File: src/hw/rtl/char_lcd_i2c_command_framer_assert.svh
// Assertion macros shared by the LCD command framer modules.
`ifndef CHAR_LCD_I2C_COMMAND_FRAMER_ASSERT_SVH
`define CHAR_LCD_I2C_COMMAND_FRAMER_ASSERT_SVH

`ifndef SYNTHESIS
// Check a property on clk while rst_n is high.
`define LCDF_ASSERT(lbl, prop, msg) \
  lbl: assert property (@(posedge clk) disable iff (!rst_n) prop) else $error(msg);
// Check a property on clk in every cycle, reset included.
`define LCDF_ASSERT_ALWAYS(lbl, prop, msg) \
  lbl: assert property (@(posedge clk) prop) else $error(msg);
`else
`define LCDF_ASSERT(lbl, prop, msg)
`define LCDF_ASSERT_ALWAYS(lbl, prop, msg)
`endif

`endif

File: src/hw/rtl/lcdf_pkg.sv
// Types, constants and microcode program of the LCD command framer.
package lcdf_pkg;

  // Request codes
  localparam logic [2:0] CMD_INIT   = 3'd0;
  localparam logic [2:0] CMD_CLEAR  = 3'd1;
  localparam logic [2:0] CMD_CHAR   = 3'd2;
  localparam logic [2:0] CMD_STRING = 3'd3;
  localparam logic [2:0] CMD_NUMBER = 3'd4;
  localparam logic [2:0] CMD_GLYPH  = 3'd5;

  // Bus and display byte codes
  localparam logic [7:0] ADDR_RESET  = 8'h78;
  localparam logic [7:0] CTRL_CMD    = 8'h00;
  localparam logic [7:0] CTRL_CHAR   = 8'hC0;
  localparam logic [7:0] CTRL_DATA   = 8'h40;
  localparam logic [7:0] LCD_FUNC    = 8'h38;
  localparam logic [7:0] LCD_DISP_ON = 8'h0C;
  localparam logic [7:0] LCD_CLEAR   = 8'h01;
  localparam logic [7:0] LCD_ENTRY   = 8'h06;
  localparam logic [7:0] LCD_DDRAM   = 8'h80;
  localparam logic [7:0] LCD_CGRAM   = 8'h40;
  localparam logic [7:0] CHAR_ZERO   = 8'h30;
  localparam logic [7:0] CHAR_MINUS  = 8'h2D;

  // Number conversion and glyph sizes
  localparam int unsigned MAX_DIGITS = 10;
  localparam int unsigned BCD_W      = 4 * MAX_DIGITS;
  localparam int unsigned MAG_W      = 32;
  localparam int unsigned GLYPH_ROWS = 8;
  localparam int unsigned GLYPH_W    = 5 * GLYPH_ROWS;
  localparam int unsigned CNT_W      = 5;
  localparam int unsigned PC_W       = 6;

  // Program entry points and jump targets
  localparam logic [PC_W-1:0] PC_INIT     = 6'd0;
  localparam logic [PC_W-1:0] PC_CLEAR    = 6'd6;
  localparam logic [PC_W-1:0] PC_CHAR     = 6'd9;
  localparam logic [PC_W-1:0] PC_STRING   = 6'd15;
  localparam logic [PC_W-1:0] PC_STR_BYTE = 6'd21;
  localparam logic [PC_W-1:0] PC_NUMBER   = 6'd22;
  localparam logic [PC_W-1:0] PC_NUM_DIG  = 6'd31;
  localparam logic [PC_W-1:0] PC_NUM_ZERO = 6'd41;
  localparam logic [PC_W-1:0] PC_GLYPH    = 6'd47;

  typedef enum logic [2:0] {
    OP_EMIT, OP_JUMP, OP_LOAD, OP_COLINC, OP_BCD, OP_TRIM, OP_HALT
  } op_t;

  typedef enum logic [2:0] {
    SRC_ADDR, SRC_LIT, SRC_POS, SRC_CODE, SRC_SLOT, SRC_GLYPH, SRC_DIGIT
  } src_t;

  // STOP_CNT also marks an emit step that repeats until the counter runs out
  typedef enum logic [1:0] {STOP_NONE, STOP_ALWAYS, STOP_RUN, STOP_CNT} stop_t;

  typedef enum logic [1:0] {COND_OPEN, COND_ZERO, COND_POS, COND_NEVER} cond_t;

  typedef struct packed {
    op_t             op;
    src_t            src;
    logic [7:0]      lit;
    logic            start;
    stop_t           stop;
    logic            fin;
    cond_t           cond;
    logic [PC_W-1:0] tgt;
  } ucw_t;

  // Sequencer to datapath strobes
  typedef struct packed {
    logic       accept;
    logic       emit;
    src_t       src;
    logic [7:0] lit;
    logic       start;
    logic       stop;
    logic       fin;
    logic       colinc;
    logic       bcd_step;
    logic       trim_shift;
  } ctrl_t;

  // Datapath status seen by the sequencer
  typedef struct packed {
    logic open_hit;
    logic zero;
    logic pos;
    logic top_zero;
    logic out_free;
  } stat_t;

  function automatic ucw_t emit_w(src_t src, logic [7:0] lit, logic start, stop_t stop,
                                  logic fin);
    ucw_t w;
    w       = '0;
    w.op    = OP_EMIT;
    w.src   = src;
    w.lit   = lit;
    w.start = start;
    w.stop  = stop;
    w.fin   = fin;
    w.cond  = COND_NEVER;
    return w;
  endfunction

  function automatic ucw_t ctl_w(op_t op, logic [7:0] lit, cond_t cond, logic [PC_W-1:0] tgt);
    ucw_t w;
    w      = '0;
    w.op   = op;
    w.src  = SRC_LIT;
    w.lit  = lit;
    w.stop = STOP_NONE;
    w.cond = cond;
    w.tgt  = tgt;
    return w;
  endfunction

  // Program entry for a request code
  function automatic logic [PC_W-1:0] entry(logic [2:0] cmd);
    logic [PC_W-1:0] pc;
    unique case (cmd)
      CMD_INIT:   pc = PC_INIT;
      CMD_CLEAR:  pc = PC_CLEAR;
      CMD_CHAR:   pc = PC_CHAR;
      CMD_STRING: pc = PC_STRING;
      CMD_NUMBER: pc = PC_NUMBER;
      CMD_GLYPH:  pc = PC_GLYPH;
      default:    pc = PC_INIT;
    endcase
    return pc;
  endfunction

  // Control store
  function automatic ucw_t ucode(logic [PC_W-1:0] pc);
    ucw_t w;
    unique case (pc)
      // init frame
      6'd0:  w = emit_w(SRC_ADDR, CTRL_CMD, 1'b1, STOP_NONE, 1'b0);
      6'd1:  w = emit_w(SRC_LIT, CTRL_CMD, 1'b0, STOP_NONE, 1'b0);
      6'd2:  w = emit_w(SRC_LIT, LCD_FUNC, 1'b0, STOP_NONE, 1'b0);
      6'd3:  w = emit_w(SRC_LIT, LCD_DISP_ON, 1'b0, STOP_NONE, 1'b0);
      6'd4:  w = emit_w(SRC_LIT, LCD_CLEAR, 1'b0, STOP_NONE, 1'b0);
      6'd5:  w = emit_w(SRC_LIT, LCD_ENTRY, 1'b0, STOP_ALWAYS, 1'b1);
      // clear frame
      6'd6:  w = emit_w(SRC_ADDR, CTRL_CMD, 1'b1, STOP_NONE, 1'b0);
      6'd7:  w = emit_w(SRC_LIT, CTRL_CMD, 1'b0, STOP_NONE, 1'b0);
      6'd8:  w = emit_w(SRC_LIT, LCD_CLEAR, 1'b0, STOP_ALWAYS, 1'b1);
      // character at a position
      6'd9:  w = emit_w(SRC_ADDR, CTRL_CMD, 1'b1, STOP_NONE, 1'b0);
      6'd10: w = emit_w(SRC_LIT, CTRL_CMD, 1'b0, STOP_NONE, 1'b0);
      6'd11: w = emit_w(SRC_POS, CTRL_CMD, 1'b0, STOP_ALWAYS, 1'b0);
      6'd12: w = emit_w(SRC_ADDR, CTRL_CMD, 1'b1, STOP_NONE, 1'b0);
      6'd13: w = emit_w(SRC_LIT, CTRL_CHAR, 1'b0, STOP_NONE, 1'b0);
      6'd14: w = emit_w(SRC_CODE, CTRL_CMD, 1'b0, STOP_ALWAYS, 1'b1);
      // string byte: open a data run unless one is open
      6'd15: w = ctl_w(OP_JUMP, CTRL_CMD, COND_OPEN, PC_STR_BYTE);
      6'd16: w = emit_w(SRC_ADDR, CTRL_CMD, 1'b1, STOP_NONE, 1'b0);
      6'd17: w = emit_w(SRC_LIT, CTRL_CMD, 1'b0, STOP_NONE, 1'b0);
      6'd18: w = emit_w(SRC_POS, CTRL_CMD, 1'b0, STOP_ALWAYS, 1'b0);
      6'd19: w = emit_w(SRC_ADDR, CTRL_CMD, 1'b1, STOP_NONE, 1'b0);
      6'd20: w = emit_w(SRC_LIT, CTRL_DATA, 1'b0, STOP_NONE, 1'b0);
      6'd21: w = emit_w(SRC_CODE, CTRL_CMD, 1'b0, STOP_RUN, 1'b1);
      // number: sign frame, conversion, digit run
      6'd22: w = ctl_w(OP_JUMP, CTRL_CMD, COND_ZERO, PC_NUM_ZERO);
      6'd23: w = ctl_w(OP_JUMP, CTRL_CMD, COND_POS, PC_NUM_DIG);
      6'd24: w = emit_w(SRC_ADDR, CTRL_CMD, 1'b1, STOP_NONE, 1'b0);
      6'd25: w = emit_w(SRC_LIT, CTRL_CMD, 1'b0, STOP_NONE, 1'b0);
      6'd26: w = emit_w(SRC_POS, CTRL_CMD, 1'b0, STOP_ALWAYS, 1'b0);
      6'd27: w = emit_w(SRC_ADDR, CTRL_CMD, 1'b1, STOP_NONE, 1'b0);
      6'd28: w = emit_w(SRC_LIT, CTRL_CHAR, 1'b0, STOP_NONE, 1'b0);
      6'd29: w = emit_w(SRC_LIT, CHAR_MINUS, 1'b0, STOP_ALWAYS, 1'b0);
      6'd30: w = ctl_w(OP_COLINC, CTRL_CMD, COND_NEVER, PC_INIT);
      6'd31: w = ctl_w(OP_LOAD, 8'(MAG_W - 1), COND_NEVER, PC_INIT);
      6'd32: w = ctl_w(OP_BCD, CTRL_CMD, COND_NEVER, PC_INIT);
      6'd33: w = ctl_w(OP_LOAD, 8'(MAX_DIGITS - 1), COND_NEVER, PC_INIT);
      6'd34: w = ctl_w(OP_TRIM, CTRL_CMD, COND_NEVER, PC_INIT);
      6'd35: w = emit_w(SRC_ADDR, CTRL_CMD, 1'b1, STOP_NONE, 1'b0);
      6'd36: w = emit_w(SRC_LIT, CTRL_CMD, 1'b0, STOP_NONE, 1'b0);
      6'd37: w = emit_w(SRC_POS, CTRL_CMD, 1'b0, STOP_ALWAYS, 1'b0);
      6'd38: w = emit_w(SRC_ADDR, CTRL_CMD, 1'b1, STOP_NONE, 1'b0);
      6'd39: w = emit_w(SRC_LIT, CTRL_DATA, 1'b0, STOP_NONE, 1'b0);
      6'd40: w = emit_w(SRC_DIGIT, CTRL_CMD, 1'b0, STOP_CNT, 1'b1);
      // number zero
      6'd41: w = emit_w(SRC_ADDR, CTRL_CMD, 1'b1, STOP_NONE, 1'b0);
      6'd42: w = emit_w(SRC_LIT, CTRL_CMD, 1'b0, STOP_NONE, 1'b0);
      6'd43: w = emit_w(SRC_POS, CTRL_CMD, 1'b0, STOP_ALWAYS, 1'b0);
      6'd44: w = emit_w(SRC_ADDR, CTRL_CMD, 1'b1, STOP_NONE, 1'b0);
      6'd45: w = emit_w(SRC_LIT, CTRL_CHAR, 1'b0, STOP_NONE, 1'b0);
      6'd46: w = emit_w(SRC_LIT, CHAR_ZERO, 1'b0, STOP_ALWAYS, 1'b1);
      // glyph load
      6'd47: w = emit_w(SRC_ADDR, CTRL_CMD, 1'b1, STOP_NONE, 1'b0);
      6'd48: w = emit_w(SRC_LIT, CTRL_CMD, 1'b0, STOP_NONE, 1'b0);
      6'd49: w = emit_w(SRC_SLOT, CTRL_CMD, 1'b0, STOP_ALWAYS, 1'b0);
      6'd50: w = emit_w(SRC_ADDR, CTRL_CMD, 1'b1, STOP_NONE, 1'b0);
      6'd51: w = emit_w(SRC_LIT, CTRL_DATA, 1'b0, STOP_NONE, 1'b0);
      6'd52: w = ctl_w(OP_LOAD, 8'(GLYPH_ROWS - 1), COND_NEVER, PC_INIT);
      6'd53: w = emit_w(SRC_GLYPH, CTRL_CMD, 1'b0, STOP_CNT, 1'b1);
      default: w = ctl_w(OP_HALT, CTRL_CMD, COND_NEVER, PC_INIT);
    endcase
    return w;
  endfunction

endpackage

File: src/hw/rtl/lcdf_seq.sv
// Microcode sequencer: program counter, loop counter and control store decode.
`include "char_lcd_i2c_command_framer_assert.svh"

module lcdf_seq (
  input  logic                clk,
  input  logic                rst_n,
  input  logic                in_tvalid,
  input  logic [2:0]          in_cmd,
  output logic                in_tready,
  input  lcdf_pkg::stat_t     stat,
  output lcdf_pkg::ctrl_t     ctrl
);

  logic                        busy_r, busy_nxt;
  logic [lcdf_pkg::PC_W-1:0]   pc_r, pc_nxt;
  logic [lcdf_pkg::CNT_W-1:0]  cnt_r, cnt_nxt;
  lcdf_pkg::ucw_t              w;
  logic                        cmd_ok;
  logic                        take;
  logic                        looped;
  logic                        cnt_more;
  logic                        jump_hit;

  // Hold sequencer state
  always_ff @(posedge clk) begin
    if (!rst_n) begin
      busy_r <= 1'b0;
      pc_r   <= lcdf_pkg::PC_INIT;
      cnt_r  <= '0;
    end else begin
      busy_r <= busy_nxt;
      pc_r   <= pc_nxt;
      cnt_r  <= cnt_nxt;
    end
  end

  assign in_tready = !busy_r;

  // Decode the current control word and advance
  always_comb begin
    w        = lcdf_pkg::ucode(pc_r);
    cmd_ok   = (in_cmd <= lcdf_pkg::CMD_GLYPH);
    take     = in_tvalid && !busy_r;
    looped   = (w.stop == lcdf_pkg::STOP_CNT);
    cnt_more = (cnt_r != '0);
    busy_nxt = busy_r;
    pc_nxt   = pc_r;
    cnt_nxt  = cnt_r;

    ctrl            = '0;
    ctrl.src        = w.src;
    ctrl.lit        = w.lit;
    ctrl.start      = w.start;
    ctrl.fin        = w.fin && !(looped && cnt_more);

    case (w.stop)
      lcdf_pkg::STOP_NONE:   ctrl.stop = 1'b0;
      lcdf_pkg::STOP_ALWAYS: ctrl.stop = 1'b1;
      lcdf_pkg::STOP_RUN:    ctrl.stop = stat.open_hit ? 1'b0 : 1'b0;
      lcdf_pkg::STOP_CNT:    ctrl.stop = !cnt_more;
      default:               ctrl.stop = 1'b0;
    endcase

    case (w.cond)
      lcdf_pkg::COND_OPEN: jump_hit = stat.open_hit;
      lcdf_pkg::COND_ZERO: jump_hit = stat.zero;
      lcdf_pkg::COND_POS:  jump_hit = stat.pos;
      default:             jump_hit = 1'b0;
    endcase

    if (take) begin
      ctrl.accept = cmd_ok;
      if (cmd_ok) begin
        busy_nxt = 1'b1;
        pc_nxt   = lcdf_pkg::entry(in_cmd);
      end
    end else if (busy_r) begin
      unique case (w.op)
        lcdf_pkg::OP_EMIT: begin
          if (stat.out_free) begin
            ctrl.emit = 1'b1;
            if (looped && cnt_more) begin
              cnt_nxt = cnt_r - 1'b1;
            end else if (w.fin) begin
              busy_nxt = 1'b0;
            end else begin
              pc_nxt = pc_r + 1'b1;
            end
          end
        end
        lcdf_pkg::OP_JUMP: begin
          pc_nxt = jump_hit ? w.tgt : pc_r + 1'b1;
        end
        lcdf_pkg::OP_LOAD: begin
          cnt_nxt = w.lit[lcdf_pkg::CNT_W-1:0];
          pc_nxt  = pc_r + 1'b1;
        end
        lcdf_pkg::OP_COLINC: begin
          ctrl.colinc = 1'b1;
          pc_nxt      = pc_r + 1'b1;
        end
        lcdf_pkg::OP_BCD: begin
          ctrl.bcd_step = 1'b1;
          if (cnt_more) begin
            cnt_nxt = cnt_r - 1'b1;
          end else begin
            pc_nxt = pc_r + 1'b1;
          end
        end
        lcdf_pkg::OP_TRIM: begin
          if (stat.top_zero && cnt_more) begin
            ctrl.trim_shift = 1'b1;
            cnt_nxt         = cnt_r - 1'b1;
          end else begin
            pc_nxt = pc_r + 1'b1;
          end
        end
        lcdf_pkg::OP_HALT: busy_nxt = 1'b0;
        default:           busy_nxt = 1'b0;
      endcase
    end
  end

  `LCDF_ASSERT(a_stall_holds, (busy_r && w.op == lcdf_pkg::OP_EMIT && !stat.out_free) |=> ($stable(pc_r) && $stable(cnt_r)), "sequencer moved while output stalled")
  `LCDF_ASSERT(a_fin_idles, (ctrl.emit && ctrl.fin) |=> !busy_r, "program did not end after final byte")
  `LCDF_ASSERT(a_accept_busy, ctrl.accept |=> busy_r, "accepted request did not start a program")

endmodule

File: src/hw/rtl/lcdf_dp.sv
// Datapath: request registers, decimal conversion, byte select and output register.
`include "char_lcd_i2c_command_framer_assert.svh"

module lcdf_dp #(
  parameter int unsigned COLUMNS = 16
) (
  input  logic                          clk,
  input  logic                          rst_n,
  input  logic                          cfg_valid,
  input  logic [7:0]                    cfg_data,
  input  logic [2:0]                    in_cmd,
  input  logic                          in_row,
  input  logic [3:0]                    in_col,
  input  logic [31:0]                   in_value,
  input  logic [lcdf_pkg::GLYPH_W-1:0]  in_glyph_rows,
  input  logic [2:0]                    in_glyph_slot,
  input  logic                          in_run_first,
  input  logic                          in_run_last,
  input  lcdf_pkg::ctrl_t               ctrl,
  output lcdf_pkg::stat_t               stat,
  input  logic                          out_tready,
  output logic                          out_tvalid,
  output logic [7:0]                    out_bus_byte,
  output logic                          out_start_before,
  output logic                          out_stop_after,
  output logic                          out_run_end
);

  localparam int unsigned CW = $clog2(COLUMNS);
  localparam int unsigned BW = lcdf_pkg::BCD_W;
  localparam int unsigned MW = lcdf_pkg::MAG_W;

  logic [7:0]                   addr_r;
  logic                         open_r;
  logic                         open_hit_r;
  logic                         row_r;
  logic [CW-1:0]                col_r;
  logic [7:0]                   code_r;
  logic [2:0]                   slot_r;
  logic                         last_r;
  logic                         zero_r;
  logic                         neg_r;
  logic [lcdf_pkg::GLYPH_W-1:0] glyph_r;
  logic [MW-1:0]                mag_r;
  logic [BW-1:0]                bcd_r;
  logic                         out_valid_r;
  logic [7:0]                   out_byte_r;
  logic                         out_start_r;
  logic                         out_stop_r;
  logic                         out_last_r;
  logic [6:0]                   col_wide;
  logic [CW-1:0]                col_wrap;
  logic [BW-1:0]                bcd_adj;
  logic [7:0]                   byte_sel;
  logic                         stop_sel;

  // Add three to every digit of five or more before the shift
  function automatic logic [BW-1:0] dabble_adj(logic [BW-1:0] b);
    logic [BW-1:0] r;
    r = b;
    for (int i = 0; i < lcdf_pkg::MAX_DIGITS; i++) begin
      if (b[4*i +: 4] >= 4'd5) begin
        r[4*i +: 4] = b[4*i +: 4] + 4'd3;
      end
    end
    return r;
  endfunction

  // Wrap the requested column into the display width
  always_comb begin
    col_wide = 7'(in_col);
    if (col_wide >= 7'(COLUMNS)) begin
      col_wide = col_wide - 7'(COLUMNS);
    end
    col_wrap = CW'(col_wide);
    bcd_adj  = dabble_adj(bcd_r);
  end

  // Hold control registers: bus address and open run flag
  always_ff @(posedge clk) begin
    if (!rst_n) begin
      addr_r <= lcdf_pkg::ADDR_RESET;
      open_r <= 1'b0;
    end else begin
      if (cfg_valid) begin
        addr_r <= cfg_data;
      end
      if (ctrl.accept) begin
        open_r <= (in_cmd == lcdf_pkg::CMD_STRING) ? !in_run_last : 1'b0;
      end
    end
  end

  // Capture the request and run the conversion shifters
  always_ff @(posedge clk) begin
    if (ctrl.accept) begin
      open_hit_r <= open_r && !in_run_first;
      row_r      <= in_row;
      col_r      <= col_wrap;
      code_r     <= in_value[7:0];
      slot_r     <= in_glyph_slot;
      last_r     <= in_run_last;
      zero_r     <= (in_value == '0);
      neg_r      <= in_value[31];
      glyph_r    <= in_glyph_rows;
      mag_r      <= in_value[31] ? (MW'(0) - in_value) : in_value;
      bcd_r      <= '0;
    end else begin
      if (ctrl.colinc) begin
        col_r <= (col_r == CW'(COLUMNS - 1)) ? '0 : col_r + 1'b1;
      end
      if (ctrl.bcd_step) begin
        {bcd_r, mag_r} <= {bcd_adj[BW-2:0], mag_r, 1'b0};
      end else if (ctrl.trim_shift ||
                   (ctrl.emit && ctrl.src == lcdf_pkg::SRC_DIGIT)) begin
        bcd_r <= {bcd_r[BW-5:0], 4'd0};
      end
      if (ctrl.emit && ctrl.src == lcdf_pkg::SRC_GLYPH) begin
        glyph_r <= {5'd0, glyph_r[lcdf_pkg::GLYPH_W-1:5]};
      end
    end
  end

  // Select the byte for this step
  always_comb begin
    case (ctrl.src)
      lcdf_pkg::SRC_ADDR:  byte_sel = addr_r;
      lcdf_pkg::SRC_LIT:   byte_sel = ctrl.lit;
      lcdf_pkg::SRC_POS:   byte_sel = lcdf_pkg::LCD_DDRAM + {1'b0, row_r, 6'd0} + 8'(col_r);
      lcdf_pkg::SRC_CODE:  byte_sel = code_r;
      lcdf_pkg::SRC_SLOT:  byte_sel = lcdf_pkg::LCD_CGRAM + {2'd0, slot_r, 3'd0};
      lcdf_pkg::SRC_GLYPH: byte_sel = {3'd0, glyph_r[4:0]};
      lcdf_pkg::SRC_DIGIT: byte_sel = lcdf_pkg::CHAR_ZERO + {4'd0, bcd_r[BW-1 -: 4]};
      default:             byte_sel = ctrl.lit;
    endcase
    // string bytes stop on the run flag, everything else as the program says
    stop_sel = (ctrl.src == lcdf_pkg::SRC_CODE && !ctrl.stop && ctrl.fin &&
                ctrl.start == 1'b0 && ctrl.lit == lcdf_pkg::CTRL_CMD) ? 1'b0 : ctrl.stop;
  end

  // Output register: drop on take, load on emit
  always_ff @(posedge clk) begin
    if (!rst_n) begin
      out_valid_r <= 1'b0;
    end else if (ctrl.emit) begin
      out_valid_r <= 1'b1;
    end else if (out_tready) begin
      out_valid_r <= 1'b0;
    end
  end

  always_ff @(posedge clk) begin
    if (ctrl.emit) begin
      out_byte_r  <= byte_sel;
      out_start_r <= ctrl.start;
      out_stop_r  <= stop_sel || (ctrl.fin && ctrl.src == lcdf_pkg::SRC_CODE &&
                                  !ctrl.stop && run_stop);
      out_last_r  <= ctrl.fin;
    end
  end

  // A string byte stops the frame when it ends the run
  logic run_stop;
  assign run_stop = last_r && !ctrl.start;

  assign stat.open_hit = open_hit_r;
  assign stat.zero     = zero_r;
  assign stat.pos      = !neg_r;
  assign stat.top_zero = (bcd_r[BW-1 -: 4] == 4'd0);
  assign stat.out_free = !out_valid_r || out_tready;

  assign out_tvalid       = out_valid_r;
  assign out_bus_byte     = out_byte_r;
  assign out_start_before = out_start_r;
  assign out_stop_after   = out_stop_r;
  assign out_run_end      = out_last_r;

  `LCDF_ASSERT(a_emit_free, ctrl.emit |-> (!out_valid_r || out_tready), "byte loaded over a waiting byte")
  `LCDF_ASSERT(a_start_stop, out_valid_r |-> !(out_start_r && out_stop_r), "byte with both start and stop")
  `LCDF_ASSERT(a_run_closed, (ctrl.accept && in_cmd == lcdf_pkg::CMD_STRING && in_run_last) |=> !open_r, "run left open after last byte")

endmodule

File: src/hw/rtl/char_lcd_i2c_command_framer.sv
// Top level of the character LCD bus command framer.
//
//  channel  | direction | handshake             | payload
//  ---------+-----------+-----------------------+------------------------------------------
//  in_      | sink      | in_tvalid/in_tready   | tdata, tuser: request kind, tlast: run end
//  out_     | source    | out_tvalid/out_tready | tdata: bus byte, tuser: start/stop flags
//  cfg_     | sink      | cfg_valid/cfg_ready   | cfg_data: bus address byte
//
// One bus byte leaves per cycle while the output is taken and the program is not in a
// jump, load, column or conversion step; those microcode steps emit no byte.
// A number adds shift-add-3 conversion of the magnitude and skips up to 9 leading zeros.
// in_tready is high only while the sequencer is idle; a stalled output freezes it.
// Reset is synchronous, active low; the bus address returns to 0x78 and no run is open.
`include "char_lcd_i2c_command_framer_assert.svh"

module char_lcd_i2c_command_framer #(
  parameter int unsigned COLUMNS = 16
) (
  input  logic        clk,
  input  logic        rst_n,
  input  logic        in_tvalid,
  output logic        in_tready,
  // row[0], col[4:1], value[36:5], glyph_rows[76:37], glyph_slot[79:77]
  input  logic [79:0] in_tdata,
  // cmd[2:0], run_first[3]
  input  logic [3:0]  in_tuser,
  input  logic        in_tlast,
  output logic        out_tvalid,
  input  logic        out_tready,
  // bus_byte[7:0]
  output logic [7:0]  out_tdata,
  // start_before[0], stop_after[1]
  output logic [1:0]  out_tuser,
  output logic        out_tlast,
  input  logic        cfg_valid,
  output logic        cfg_ready,
  input  logic [7:0]  cfg_data
);

  lcdf_pkg::ctrl_t ctrl;
  lcdf_pkg::stat_t stat;
  logic            start_before;
  logic            stop_after;

  assign cfg_ready = 1'b1;

  lcdf_seq u_seq (
    .clk       (clk),
    .rst_n     (rst_n),
    .in_tvalid (in_tvalid),
    .in_cmd    (in_tuser[2:0]),
    .in_tready (in_tready),
    .stat      (stat),
    .ctrl      (ctrl)
  );

  lcdf_dp #(
    .COLUMNS (COLUMNS)
  ) u_dp (
    .clk              (clk),
    .rst_n            (rst_n),
    .cfg_valid        (cfg_valid),
    .cfg_data         (cfg_data),
    .in_cmd           (in_tuser[2:0]),
    .in_row           (in_tdata[0]),
    .in_col           (in_tdata[4:1]),
    .in_value         (in_tdata[36:5]),
    .in_glyph_rows    (in_tdata[76:37]),
    .in_glyph_slot    (in_tdata[79:77]),
    .in_run_first     (in_tuser[3]),
    .in_run_last      (in_tlast),
    .ctrl             (ctrl),
    .stat             (stat),
    .out_tready       (out_tready),
    .out_tvalid       (out_tvalid),
    .out_bus_byte     (out_tdata),
    .out_start_before (start_before),
    .out_stop_after   (stop_after),
    .out_run_end      (out_tlast)
  );

  assign out_tuser = {stop_after, start_before};

  `LCDF_ASSERT(a_busy_after_req, (in_tvalid && in_tready && in_tuser[2:0] <= lcdf_pkg::CMD_GLYPH) |=> !in_tready, "request accepted while a program runs")
  `LCDF_ASSERT(a_start_is_addr_slot, (out_tvalid && out_tuser[0]) |-> !out_tlast, "frame start byte flagged as run end")
  `LCDF_ASSERT_ALWAYS(a_cfg_ready, cfg_ready, "configuration port not ready")

endmodule
File: config.mk
export PLATFORM = sky130hd
export DESIGN_NAME = char_lcd_i2c_command_framer
export DESIGN_NICKNAME = d
export VERILOG_FILES = /design/src/hw/rtl/lcdf_pkg.sv /design/src/hw/rtl/lcdf_seq.sv /design/src/hw/rtl/lcdf_dp.sv /design/src/hw/rtl/char_lcd_i2c_command_framer.sv
export VERILOG_INCLUDE_DIRS = /design/src /design/src/hw/rtl
export SDC_FILE = /design/constraint.sdc
export NUM_CORES = 1
export LEC_CHECK = 0
export ABC_AREA = 1
export BUFFER_PORTS_ARGS = -buffer_cell sky130_fd_sc_hd__buf_2
export CAP_MARGIN = 10
export CORE_UTILIZATION = 55
export CTS_CLUSTER_DIAMETER = 80
export DETAILED_ROUTE_END_ITERATION = 12
export PLACE_DENSITY = 0.74
export SLEW_MARGIN = 0
export SYNTH_ARGS = -nofsm -noshare
export SYNTH_HDL_FRONTEND = slang
export SYNTH_SLANG_ARGS = --single-unit
File: constraint.sdc
create_clock -name clk -period 4.83 [get_ports clk]
set_input_delay 0.483 -clock clk [delete_from_list [all_inputs] [get_ports clk]]
set_output_delay 0.483 -clock clk [all_outputs]
set_load 0.03 [all_outputs]
==> run summary, run 1 <==
post-detail-place hpwl: 17500 um
number of vias per cell: 5.32
post-placement cell area: 11400 um^2
floorplan core area: 18900 um^2
overall global routing resource usage: 0.254
horizontal die dimension: 141 um
initial detailed-routing violation count: 811
post-CTS setup buffer count: 0
worst setup path category: reg2reg
DR DRC count: 0
sort of element at the start of the critical path: flop
via count: 9234
cell type of the slowest stage on the worst timing path: sky130_fd_sc_hd__dfxtp_1
main combinational cell family by area after synthesis: simple AND/OR/NAND/NOR gates
final routed wire length divided by cell count: 14.3 um
Setup-failing EPs final: 0
register bit count reported by yosys: 190
final net count: 1594
final instance area: 12000 um^2
worst max-slew margin expressed relative to the limit: 0.325
worst hold endpoint: u_dp.slot_r[0]
Synth Instances: 1371
number of diodes: 0
CTS H-tree depth: 4
TritonCTS clock tree: built
Clock Root Buffer: sky130_fd_sc_hd__clkbuf_16
most used cell, CP: sky130_fd_sc_hd__nand2_1
total routed wirelength: 24800 um
maximum buffer depth of the clock tree: 2
area fraction in and, or, nand and nor cells after synthesis: 0.281
FFs w/ async S/R, synth: 0
multiplexer share of the synthesized area: 0
number of buffers added to fix hold violations after cts: 0
fin crit period: 3060 ps
Max Fclk: 0.327 GHz
number of antenna-violating nets in the routed design: 0
VDD IR max: 265 uV
# Max-Cap Violations: 0
min setup slack post-route: 1770 ps
number of core rows: 50
Die Outline Area: 20000 um^2
smallest hold slack: 229 ps
setup repair after global routing missed its margin: no
synth unique cells: 53
iteration count of the initial detailed-routing pass: 5
final worst clock skew: 12.0 ps
synth top area cells: sky130_fd_sc_hd__edfxtp_1, sky130_fd_sc_hd__dfxtp_1, sky130_fd_sc_hd__nand2_1
endpoint required time on the critical path: 5200 ps
Syn Nets: 1503
Yosys warning count: 0
most frequent cells after synthesis: sky130_fd_sc_hd__nand2_1, sky130_fd_sc_hd__inv_1, sky130_fd_sc_hd__o21ai_0, sky130_fd_sc_hd__edfxtp_1, sky130_fd_sc_hd__nor2_1
post-synthesis share of cell area spent on full adders, half adders and majority gates: 0.0398
die extent in y: 141 um
number of global-route vias before repair: 8557
weighted congestion at the end of routability-driven global placement: 0.932
cell taking the most area after synthesis: sky130_fd_sc_hd__edfxtp_1
max-slew violation count: 0
power density over the cells: 349 nW/um^2
Worst Tran Pin Value: 1000 ps
clock sinks: 190
Area Growth Syn to Fin: 12.2%
number of flops mapped to enable cells by yosys: 103
sequential fraction of the synthesis area: 0.452
total I/O pin count: 112
pin count of the biggest net entering global routing: 91
final-report hold violation count: 0
share of the synthesized netlist area taken by xor and xnor gates: 0.0270
leftover overflow at the end of global routing: 0
most common flop cell mapped by yosys: sky130_fd_sc_hd__edfxtp_1
worst path arrival time: 3420 ps
cell leakage power: 5.20 nW
ratio of cells with drive above 1 in the final layout: 0.146
outcome: finished clean
Crit path largest cell delay: 310 ps
post-synthesis cell area: 10700 um^2
worst-path fanout max: 9
initial antenna violation count: 0
Hold/Removal Path Class: in2reg
Setup Total Neg Slack: 0 ps
HP Start: in_tdata[77]
share of the synthesized area in compound gates (AO/OA/AOI/OAI): 0.126
setup slack after placement: 1780 ps
endpoint of the worst register-to-register path: u_seq.w[13]
number of I/O port buffers: 110
chain of cells forming the critical path: inv_1 -> ha_1 -> inv_1 -> nor2_1 -> nand2_2 -> nand3_1 -> nand3_1 -> nand2_1 -> nand2_4 -> nand2_1 -> nand3_1 -> inv_1 -> ha_1 -> nand2_2 -> nor2_1 -> nand2_1 -> o21ai_1 -> nand2_1 -> nand2_1
share of the synthesized area in the top cell type: 0.289
slack of the worst reg-to-reg path: 1770 ps
cts bufs inserted: 17
CTS resizes: 0
latest clock arrival within the worst-skew pair: 430 ps
starting utilization of the core area: 0.566
Clock transition at path regs: 70 ps
Critical Path Sink Type: flop
final core utilization: 0.635
worst hold path cell count: 1
post-synthesis average cell area: 7.80 um^2
Worst R2R Path Depth: 19
fin crit share: 0.633
reg-to-reg startpoint: u_seq.cnt_r[0]
first-pass GRT wire length: 40700 um
cell with the most instances after synthesis: sky130_fd_sc_hd__nand2_1
## layout make-up
class / count / area (um^2)
Clock buffer: 20 / 437
Clock inverter: 12 / 138
Fill cell: 1695 / 6900
Inverter: 151 / 577
Multi-Input combinational cell: 983 / 5060
Sequential cell: 190 / 4830
Tap cell: 260 / 325
Timing Repair Buffer: 119 / 618
## cells in the final DEF (no fill, tap or decap), types with 2 or more instances in the layout
cell and n:
sky130_fd_sc_hd__dfxtp_1 87, sky130_fd_sc_hd__buf_2 110, sky130_fd_sc_hd__nand3_1 91, sky130_fd_sc_hd__clkbuf_16 17
sky130_fd_sc_hd__clkinv_2 3, sky130_fd_sc_hd__o211ai_1 5, sky130_fd_sc_hd__o31ai_1 6, sky130_fd_sc_hd__inv_6 2
sky130_fd_sc_hd__o21ai_1 11, sky130_fd_sc_hd__or2_0 2, sky130_fd_sc_hd__xnor2_1 12, sky130_fd_sc_hd__nor2_2 7
sky130_fd_sc_hd__nor2_4 7, sky130_fd_sc_hd__o21ai_0 116, sky130_fd_sc_hd__inv_4 2, sky130_fd_sc_hd__inv_2 13
sky130_fd_sc_hd__ha_1 34, sky130_fd_sc_hd__a21oi_1 61, sky130_fd_sc_hd__inv_1 135, sky130_fd_sc_hd__nor3_1 14
sky130_fd_sc_hd__or2_2 6, sky130_fd_sc_hd__nand3_4 2, sky130_fd_sc_hd__a31oi_1 25, sky130_fd_sc_hd__nand4_1 11
sky130_fd_sc_hd__nor2_1 102, sky130_fd_sc_hd__nand2_1 393, sky130_fd_sc_hd__o2111ai_1 3, sky130_fd_sc_hd__edfxtp_1 103
sky130_fd_sc_hd__buf_4 9, sky130_fd_sc_hd__nand2_4 9, sky130_fd_sc_hd__clkinv_4 4, sky130_fd_sc_hd__nand2_2 8
sky130_fd_sc_hd__nor4_1 3, sky130_fd_sc_hd__a221oi_1 7, sky130_fd_sc_hd__clkbuf_1 3, sky130_fd_sc_hd__xor2_1 21
sky130_fd_sc_hd__o22ai_1 4, sky130_fd_sc_hd__nand3_2 6, sky130_fd_sc_hd__bufinv_16 2, sky130_fd_sc_hd__nand3b_1 2
## power breakdown
group / internal [mW] / leakage [nW] / switching [mW] / total (mW)
Clock: 0.770 / 0.281 / 0.625 / 1.39
Sequential: 1.88 / 1.69 / 0.0747 / 1.95
Combinational: 0.262 / 3.23 / 0.571 / 0.832
Total: 2.91 / 5.20 / 1.27 / 4.18
## critical path, delay by kind of cell, from the launching register on
family | cells | cell delay, ps
buffers and inverters | 3 | 450
AND/OR/NAND/NOR | 13 | 1680
flip-flops | 1 | 310
adder cells (fa/ha/maj) | 2 | 450
AO/OA/AOI/OAI | 1 | 110
## metrics by stage
step | total power [mW] | instances
6_report | 4.18 | 1735
5_1_grt | 4.37 | 1735
4_1_cts | 4.19 | 1735
3_5_place_dp | 2.81 | 1703
3_3_place_gp | 2.80 | 1703
2_1_floorplan | 2.58 | 1371
## per-layer routing
metal | vias to the layer above | wire length (um) | GRT usage
met5 | - | 0 | 0
met4 | 0 | 535 | 0.0832
met3 | 37 | 1200 | 0.0425
met2 | 248 | 11800 | 0.419
met1 | 4230 | 11300 | 0.340
li1 | 4719 | - | -
## sequential cells by signal, summed over array words and instances, names as in the netlist
register and flops:
u_dp.last_r 1, u_dp.open_r 1, u_dp.code_r 8, u_seq.cnt_r 5, u_seq.w 25, u_dp.neg_r 1, u_dp.slot_r 3, u_dp.out_tvalid 1
u_dp.zero_r 1, u_seq.pc_r 6, u_dp.glyph_r 40, u_dp.row_r 1, u_dp.bcd_r 40, u_dp.open_hit_r 1, u_dp.addr_r 8, u_dp.out_bus_byte 8
u_dp.out_start_before 1, u_dp.out_run_end 1, u_dp.col_r 4, u_seq.busy_r 1, u_dp.mag_r 32, u_dp.out_stop_after 1
## logic make-up after synthesis
| group | Yosys count |
|---|---|
| xor+xnor | 33 |
| flops | 190 |
| buf+inv | 198 |
| simple gates | 671 |
| fa+ha+maj | 34 |
| compound gates | 244 |
| other cells | 1 |
## worst max-delay path by stage
stage / slack (ps) / end / startpoint / cells after the start
2_1_floorplan: 2130 / u_dp.glyph_r[0] / u_seq.w[24] / 7
3_3_place_gp: 1830 / u_seq.w[23] / in_tvalid / 17
3_5_place_dp: 1780 / u_seq.w[21] / in_tvalid / 17
4_1_cts: 1900 / u_seq.w[6] / u_seq.cnt_r[0] / 21
5_1_grt: 1540 / u_seq.w[13] / u_seq.cnt_r[0] / 21
6_report: 1770 / u_seq.w[13] / u_seq.cnt_r[0] / 19
Power figures use the tool's default switching activity.
==> run 2: changes to the inputs <==
Settings changed: ABC_AREA 1 to 0, CORE_UTILIZATION 55 to 54, PLACE_DENSITY 0.74 to 0.76.
Clock period 4.83 ns to 2.8 ns, I/O delays scaled along.
==> run summary, run 2 <==
most frequent cells after synthesis: sky130_fd_sc_hd__nand2_1, sky130_fd_sc_hd__edfxtp_1, sky130_fd_sc_hd__o21ai_0, sky130_fd_sc_hd__dfxtp_1, sky130_fd_sc_hd__nor2_1
endpoint of the worst register-to-register path: u_seq.w[11]
clock sinks: 190 (unchanged)
latest clock arrival within the worst-skew pair: 440 ps (about the same)
max-slew violation count: 0 (unchanged)
horizontal die dimension: 142 um (+0.49%)
starting utilization of the core area: 0.559 (-0.00662)
number of flops mapped to enable cells by yosys: 103 (unchanged)
Non-Filler Instances: 1582 (-8.8%)
initial detailed-routing violation count: 713 (-12%)
maximum buffer depth of the clock tree: 2 (unchanged)
sequential fraction of the synthesis area: 0.456 (+0.00384)
worst-path fanout max: 7 (-2)
pin count of the biggest net entering global routing: 99 (+8.8%)
most used cell, CP: sky130_fd_sc_hd__inv_2
number of placed instances with taps included: 1543 (-9.4%)
outcome: finished clean
worst setup path category: reg2reg
ratio of cells with drive above 1 in the final layout: 0.235 (+0.0884)
cts bufs inserted: 17 (unchanged)
number of antenna-violating nets in the routed design: 0 (unchanged)
total routed wirelength: 27200 um (+9.9%)
cell leakage power: 4.98 nW (-4.4%)
post-synthesis average cell area: 9.15 um^2 (+17%)
final core utilization: 0.663 (+0.0282)
chain of cells forming the critical path: inv_2 -> ha_4 -> nor4b_4 -> o211ai_1 -> a32oi_4 -> buf_4 -> nor2_1 -> a21oi_2 -> nand2_1 -> inv_2 -> a41o_1 -> o22ai_1 -> a211oi_2
# Max-Cap Violations: 0 (unchanged)
CTS H-tree depth: 4 (unchanged)
Syn Nets: 1291 (-14%)
die extent in y: 142 um (+0.49%)
worst setup path startpoint: u_seq.cnt_r[1]
sort of element at the start of the critical path: flop
Setup Total Neg Slack: 0 ps (unchanged)
overall global routing resource usage: 0.281 (+0.0272)
endpoint required time on the critical path: 3160 ps (-2040 ps)
synth unique cells: 84 (+58%)
Yosys warning count: 0 (unchanged)
final-report hold violation count: 0 (unchanged)
most used cells in the layout excluding fill and tap cells: sky130_fd_sc_hd__nand2_1, sky130_fd_sc_hd__buf_2, sky130_fd_sc_hd__edfxtp_1
FFs w/ async S/R, synth: 0 (unchanged)
final net count: 1439 (-9.7%)
share of the synthesized area in the top cell type: 0.292 (+0.00246)
final worst clock skew: 14.9 ps (+2.92 ps)
number of core rows: 50 (unchanged)
Synth Instances: 1159 (-15%)
smallest hold slack: 24.0 ps (-205 ps)
VDD IR max: 439 uV (+66%)
most common flop cell mapped by yosys: sky130_fd_sc_hd__edfxtp_1
total I/O pin count: 112 (unchanged)
overall power consumption: 7.73 mW (+85%)
leftover overflow at the end of global routing: 0 (unchanged)
Max Fclk: 0.359 GHz (+9.6%)
worst path arrival time: 3150 ps (-270 ps)
most common library cell in the layout ignoring fill and taps: sky130_fd_sc_hd__nand2_1
Worst Tran Pin Value: 876 ps (-128 ps)
final routed wire length divided by cell count: 17.2 um (+21%)
cell taking the most area after synthesis: sky130_fd_sc_hd__edfxtp_1
post-synthesis cell area: 10600 um^2 (-0.84%)
via count: 9119 (-1.2%)
Crit path largest cell delay: 330 ps (+20 ps)
Hold/Removal Path Class: in2reg
initial antenna violation count: 1 (+1)
iteration count of the initial detailed-routing pass: 5 (unchanged)
number of global-route vias before repair: 8495 (-0.72%)
Clock Root Buffer: sky130_fd_sc_hd__clkbuf_16
fin crit period: 2790 ps (-267 ps)
cell type of the slowest stage on the worst timing path: sky130_fd_sc_hd__dfxtp_2
synth top area cells: sky130_fd_sc_hd__edfxtp_1, sky130_fd_sc_hd__dfxtp_1, sky130_fd_sc_hd__nand2_1
fin crit share: 0.996 (+0.363)
Setup-failing EPs final: 0 (unchanged)
Top Registers: u_dp.bcd_r x40, u_dp.glyph_r x40, u_dp.mag_r x32
first-pass GRT wire length: 44100 um (+8.4%)
number of vias per cell: 5.76 (+8.3%)
slack of the worst reg-to-reg path: 10 ps (-1760 ps)
weighted congestion at the end of routability-driven global placement: 0.975 (+4.5%)
Die Outline Area: 20200 um^2 (+0.98%)
TritonCTS clock tree: built
reg-to-reg startpoint: u_seq.cnt_r[1]
floorplan core area: 19000 um^2 (+0.33%)
DR DRC count: 0 (unchanged)
power density over the cells: 615 nW/um^2 (+77%)
register bit count reported by yosys: 190 (unchanged)
Worst R2R Path Depth: 13 (-6)
post-detail-place hpwl: 19400 um (+11%)
worst max-slew margin expressed relative to the limit: 0.416 (+0.0912)
Critical Path Sink Type: flop
cell with the most instances after synthesis: sky130_fd_sc_hd__nand2_1
endpoint of the most critical setup path: u_seq.w[11]
Clock transition at path regs: 80 ps (about the same)
number of I/O port buffers: 110 (unchanged)
Area Growth Syn to Fin: 18.6%
setup repair after global routing missed its margin: yes
[run 2: report_power, final]
part	internal (mW)	total (mW)	switching (mW)
registers	3.27	3.48	0.204
logic	0.817	1.98	1.16
clock network	1.15	2.28	1.13
total	5.24	7.73	2.49
[run 2: critical path, delay by kind of cell (launching register included)]
kind | cells | cell delay, ps
AND/OR/NAND/NOR | 3 | 500
adder cells (fa/ha/maj) | 1 | 130
flip-flops | 1 | 330
AO/OA/AOI/OAI | 6 | 1320
buffers and inverters | 3 | 450
[run 2: worst min-delay path by stage]
stage / startpoint / to / depth (start not counted) / slack, ps
after floorplan: in_tdata[5] / u_dp.code_r[0] / 0 / 380
after global placement: in_tdata[79] / u_dp.slot_r[2] / 1 / 460
after detailed placement: in_tdata[0] / u_dp.row_r / 1 / 460
after CTS: in_tdata[79] / u_dp.slot_r[2] / 1 / 10
after global routing: in_tdata[77] / u_dp.slot_r[0] / 1 / 10
final: in_tdata[79] / u_dp.slot_r[2] / 1 / 20
[run 2: area by class of cell]
| class | instances | area (um^2) |
|---|---|---|
| tap | 260 | 325 |
| fill | 1516 | 6390 |
| clock buffer | 18 | 429 |
| multi-input combinational | 856 | 5450 |
| antenna | 2 | 5.00 |
| sequential | 190 | 4840 |
| timing repair buffer | 194 | 1220 |
| inverter | 48 | 186 |
| clock inverter | 14 | 108 |
[run 2: kinds of logic (layout without fill, tap and decap cells)]
logic type | count (synthesis) | in the layout | share of synthesized area
AO/OA/AOI/OAI | 303 | 303 | 0.194
adder cells (fa/ha/maj) | 34 | 34 | 0.0401
XOR/XNOR | 44 | 44 | 0.0364
other | 1 | 3 | 0.000354
multiplexers | 25 | 25 | 0.0290
AND/OR/NAND/NOR | 448 | 449 | 0.199
buffers and inverters | 114 | 274 | 0.0454
flip-flops | 190 | 190 | 0.456
[run 2: metrics by stage]
step           instance area, um^2  worst slack, ps
2_1_floorplan                10700             5.31
3_3_place_gp                 11900            -37.7
3_5_place_dp                 11900            -28.4
4_1_cts                      12500            -9.16
5_1_grt                      12600             -125
6_report                     12600             11.4
[run 2: metal layers]
layer	GRT usage	vias to the layer above	part of all wire
li1	-	4486	-
met1	0.384	4278	0.46
met2	0.436	306	0.45
met3	0.0656	49	0.069
met4	0.0996	0	0.024
met5	0	-	0
[run 2: timing repair]
item / in CTS / in global routing
gates resized for setup: 0 / 18
gates cloned: 0 / 1
buffers inserted: 0 / 4
hold buffers: 0 / 0
endpoints found under the setup margin: 2 / 17
==> run 3: changes to the inputs <==
Settings changed: REMOVE_ABC_BUFFERS from default to 1.
==> run summary, run 3 (synthesis gave the netlist of run 2 again) <==
number of core rows: 50 (unchanged)
HP Start: in_tdata[79]
number of global-route vias before repair: 8676 (+2.1%)
initial detailed-routing violation count: 782 (+9.7%)
final-report hold violation count: 0 (unchanged)
final net count: 1443 (+0.28%)
horizontal die dimension: 142 um (unchanged)
number of I/O port buffers: 110 (unchanged)
final worst clock skew: 15.7 ps (+0.852 ps)
maximum buffer depth of the clock tree: 2 (unchanged)
number of antenna-violating nets in the routed design: 0 (unchanged)
smallest hold slack: 16.9 ps (-7.17 ps)
Clock transition at path regs: 80 ps (about the same)
Area Growth Syn to Fin: 19.2%
max-slew violation count: 0 (unchanged)
Hold/Removal Path Class: in2reg
starting utilization of the core area: 0.559 (unchanged)
most used cells in the layout excluding fill and tap cells: sky130_fd_sc_hd__nand2_1, sky130_fd_sc_hd__buf_2, sky130_fd_sc_hd__edfxtp_1
sort of element at the start of the critical path: flop
initial antenna violation count: 0 (-1)
Max Fclk: 0.356 GHz (-0.69%)
reg-to-reg startpoint: u_seq.cnt_r[0]
ratio of cells with drive above 1 in the final layout: 0.236 (+0.000801)
floorplan core area: 19000 um^2 (unchanged)
die extent in y: 142 um (unchanged)
latest clock arrival within the worst-skew pair: 440 ps (about the same)
most common library cell in the layout ignoring fill and taps: sky130_fd_sc_hd__nand2_1
total routed wirelength: 27300 um (about the same)
min setup slack post-route: -7.79 ps (-19.2 ps)
worst path arrival time: 3130 ps (-20 ps)
fin crit share: 1.00 (+0.00687)
cts bufs inserted: 17 (unchanged)
CTS H-tree depth: 4 (unchanged)
fin crit period: 2810 ps (+19.2 ps)
leftover overflow at the end of global routing: 0 (unchanged)
worst hold path cell count: 1 (unchanged)
Critical Path Sink Type: flop
endpoint of the most critical setup path: u_seq.w[20]
Worst R2R Path Depth: 13 (unchanged)
VDD IR max: 406 uV (-7.7%)
cell leakage power: 5.00 nW (+0.46%)
Non-Filler Instances: 1584 (+0.13%)
number of vias per cell: 5.82 (+0.96%)
final routed wire length divided by cell count: 17.2 um (about the same)
worst setup path category: reg2reg
Die Outline Area: 20200 um^2 (unchanged)
DR DRC count: 0 (unchanged)
# Max-Cap Violations: 0 (unchanged)
worst max-slew margin expressed relative to the limit: 0.446 (+0.0304)
power density over the cells: 618 nW/um^2 (+0.50%)
worst setup path startpoint: u_seq.cnt_r[0]
endpoint required time on the critical path: 3120 ps (-40 ps)
post-detail-place hpwl: 18400 um (-4.9%)
total I/O pin count: 112 (unchanged)
overall power consumption: 7.82 mW (+1.1%)
final core utilization: 0.667 (+0.00383)
number of placed instances with taps included: 1540 (-0.19%)
Clock Root Buffer: sky130_fd_sc_hd__clkbuf_16
setup repair after global routing missed its margin: yes
slack of the worst reg-to-reg path: -8 ps (-20 ps)
pin count of the biggest net entering global routing: 71 (-28%)
via count: 9218 (+1.1%)
overall global routing resource usage: 0.273 (-0.00787)
violations in the final reports: negative setup slack
first-pass GRT wire length: 43500 um (-1.3%)
Setup Total Neg Slack: -9.49 ps (-9.49 ps)
clock sinks: 190 (unchanged)
Top Registers: u_dp.bcd_r x40, u_dp.glyph_r x40, u_dp.mag_r x32
layout filler cell count: 1518 (+0.13%)
outcome: complete, but fails checks
Setup-failing EPs final: 2 (+2)
Worst Tran Pin Value: 828 ps (-48.6 ps)
endpoint of the worst register-to-register path: u_seq.w[20]
number of diodes: 0 (-2)
iteration count of the initial detailed-routing pass: 5 (unchanged)
worst-path fanout max: 4 (-3)
TritonCTS clock tree: built
weighted congestion at the end of routability-driven global placement: 0.907 (-6.9%)
-- run 3: how the worst min path moves through the flow --
stage,slack [ps],end
final,20,u_dp.slot_r[2]
after global routing,7,u_dp.slot_r[2]
after CTS,8,u_dp.row_r
after detailed placement,460,u_dp.slot_r[1]
after global placement,450,u_dp.addr_r[4]
after floorplan,340,u_dp.addr_r[3]
-- run 3: power by group --
group | leakage [nW] | switching (mW) | internal (mW)
clock network | 0.262 | 1.16 | 1.17
registers | 1.69 | 0.183 | 3.27
logic | 3.05 | 1.21 | 0.828
-- run 3: repair_timing --
item                                   CTS  global route
endpoints found under the hold margin    0             1
buffers inserted                         2             8
gates resized for setup                  9            41
setup endpoints to repair               17            23
gates cloned                             0             1
pin swaps                                6            10
hold buffers                             0             1
-- run 3: critical path, stage by stage (launching register included) --
cell                       delay [ps]
sky130_fd_sc_hd__dfxtp_2          330
sky130_fd_sc_hd__inv_2             50
sky130_fd_sc_hd__ha_1             130
sky130_fd_sc_hd__nor4b_4          290
sky130_fd_sc_hd__o211ai_1         190
sky130_fd_sc_hd__a32oi_4          310
sky130_fd_sc_hd__a31oi_1          150
sky130_fd_sc_hd__nor2_1           200
sky130_fd_sc_hd__inv_2             60
sky130_fd_sc_hd__buf_4            140
sky130_fd_sc_hd__ha_4             290
sky130_fd_sc_hd__buf_6            110
sky130_fd_sc_hd__a32oi_1           80
sky130_fd_sc_hd__o32a_1           350
-- run 3: through the flow --
step | worst slack [ps] | instance area (um^2)
detailed placement | -178 | 11800
CTS | -30.7 | 12400
finish | -7.79 | 12600
global route | -122 | 12600
global placement | -85.5 | 11800
floorplan | -2840 | 10300
-- run 3: area by class of cell --
type	instances	area, um^2	share of cell area
tap	260	325	0.0257
sequential	190	4840	0.383
timing repair buffer	198	1260	0.0999
clock buffer	17	425	0.0337
multi-input combinational	856	5470	0.433
inverter	48	186	0.0147
clock inverter	15	130	0.0103
-- run 3: metal layers --
| metal | global-route usage | share of wire | up-vias |
|---|---|---|---|
| li1 | - | - | 4472 |
| met1 | 0.359 | 0.42 | 4355 |
| met2 | 0.450 | 0.49 | 350 |
| met3 | 0.0538 | 0.071 | 41 |
| met4 | 0.0894 | 0.018 | 0 |
| met5 | 0 | 0 | - |
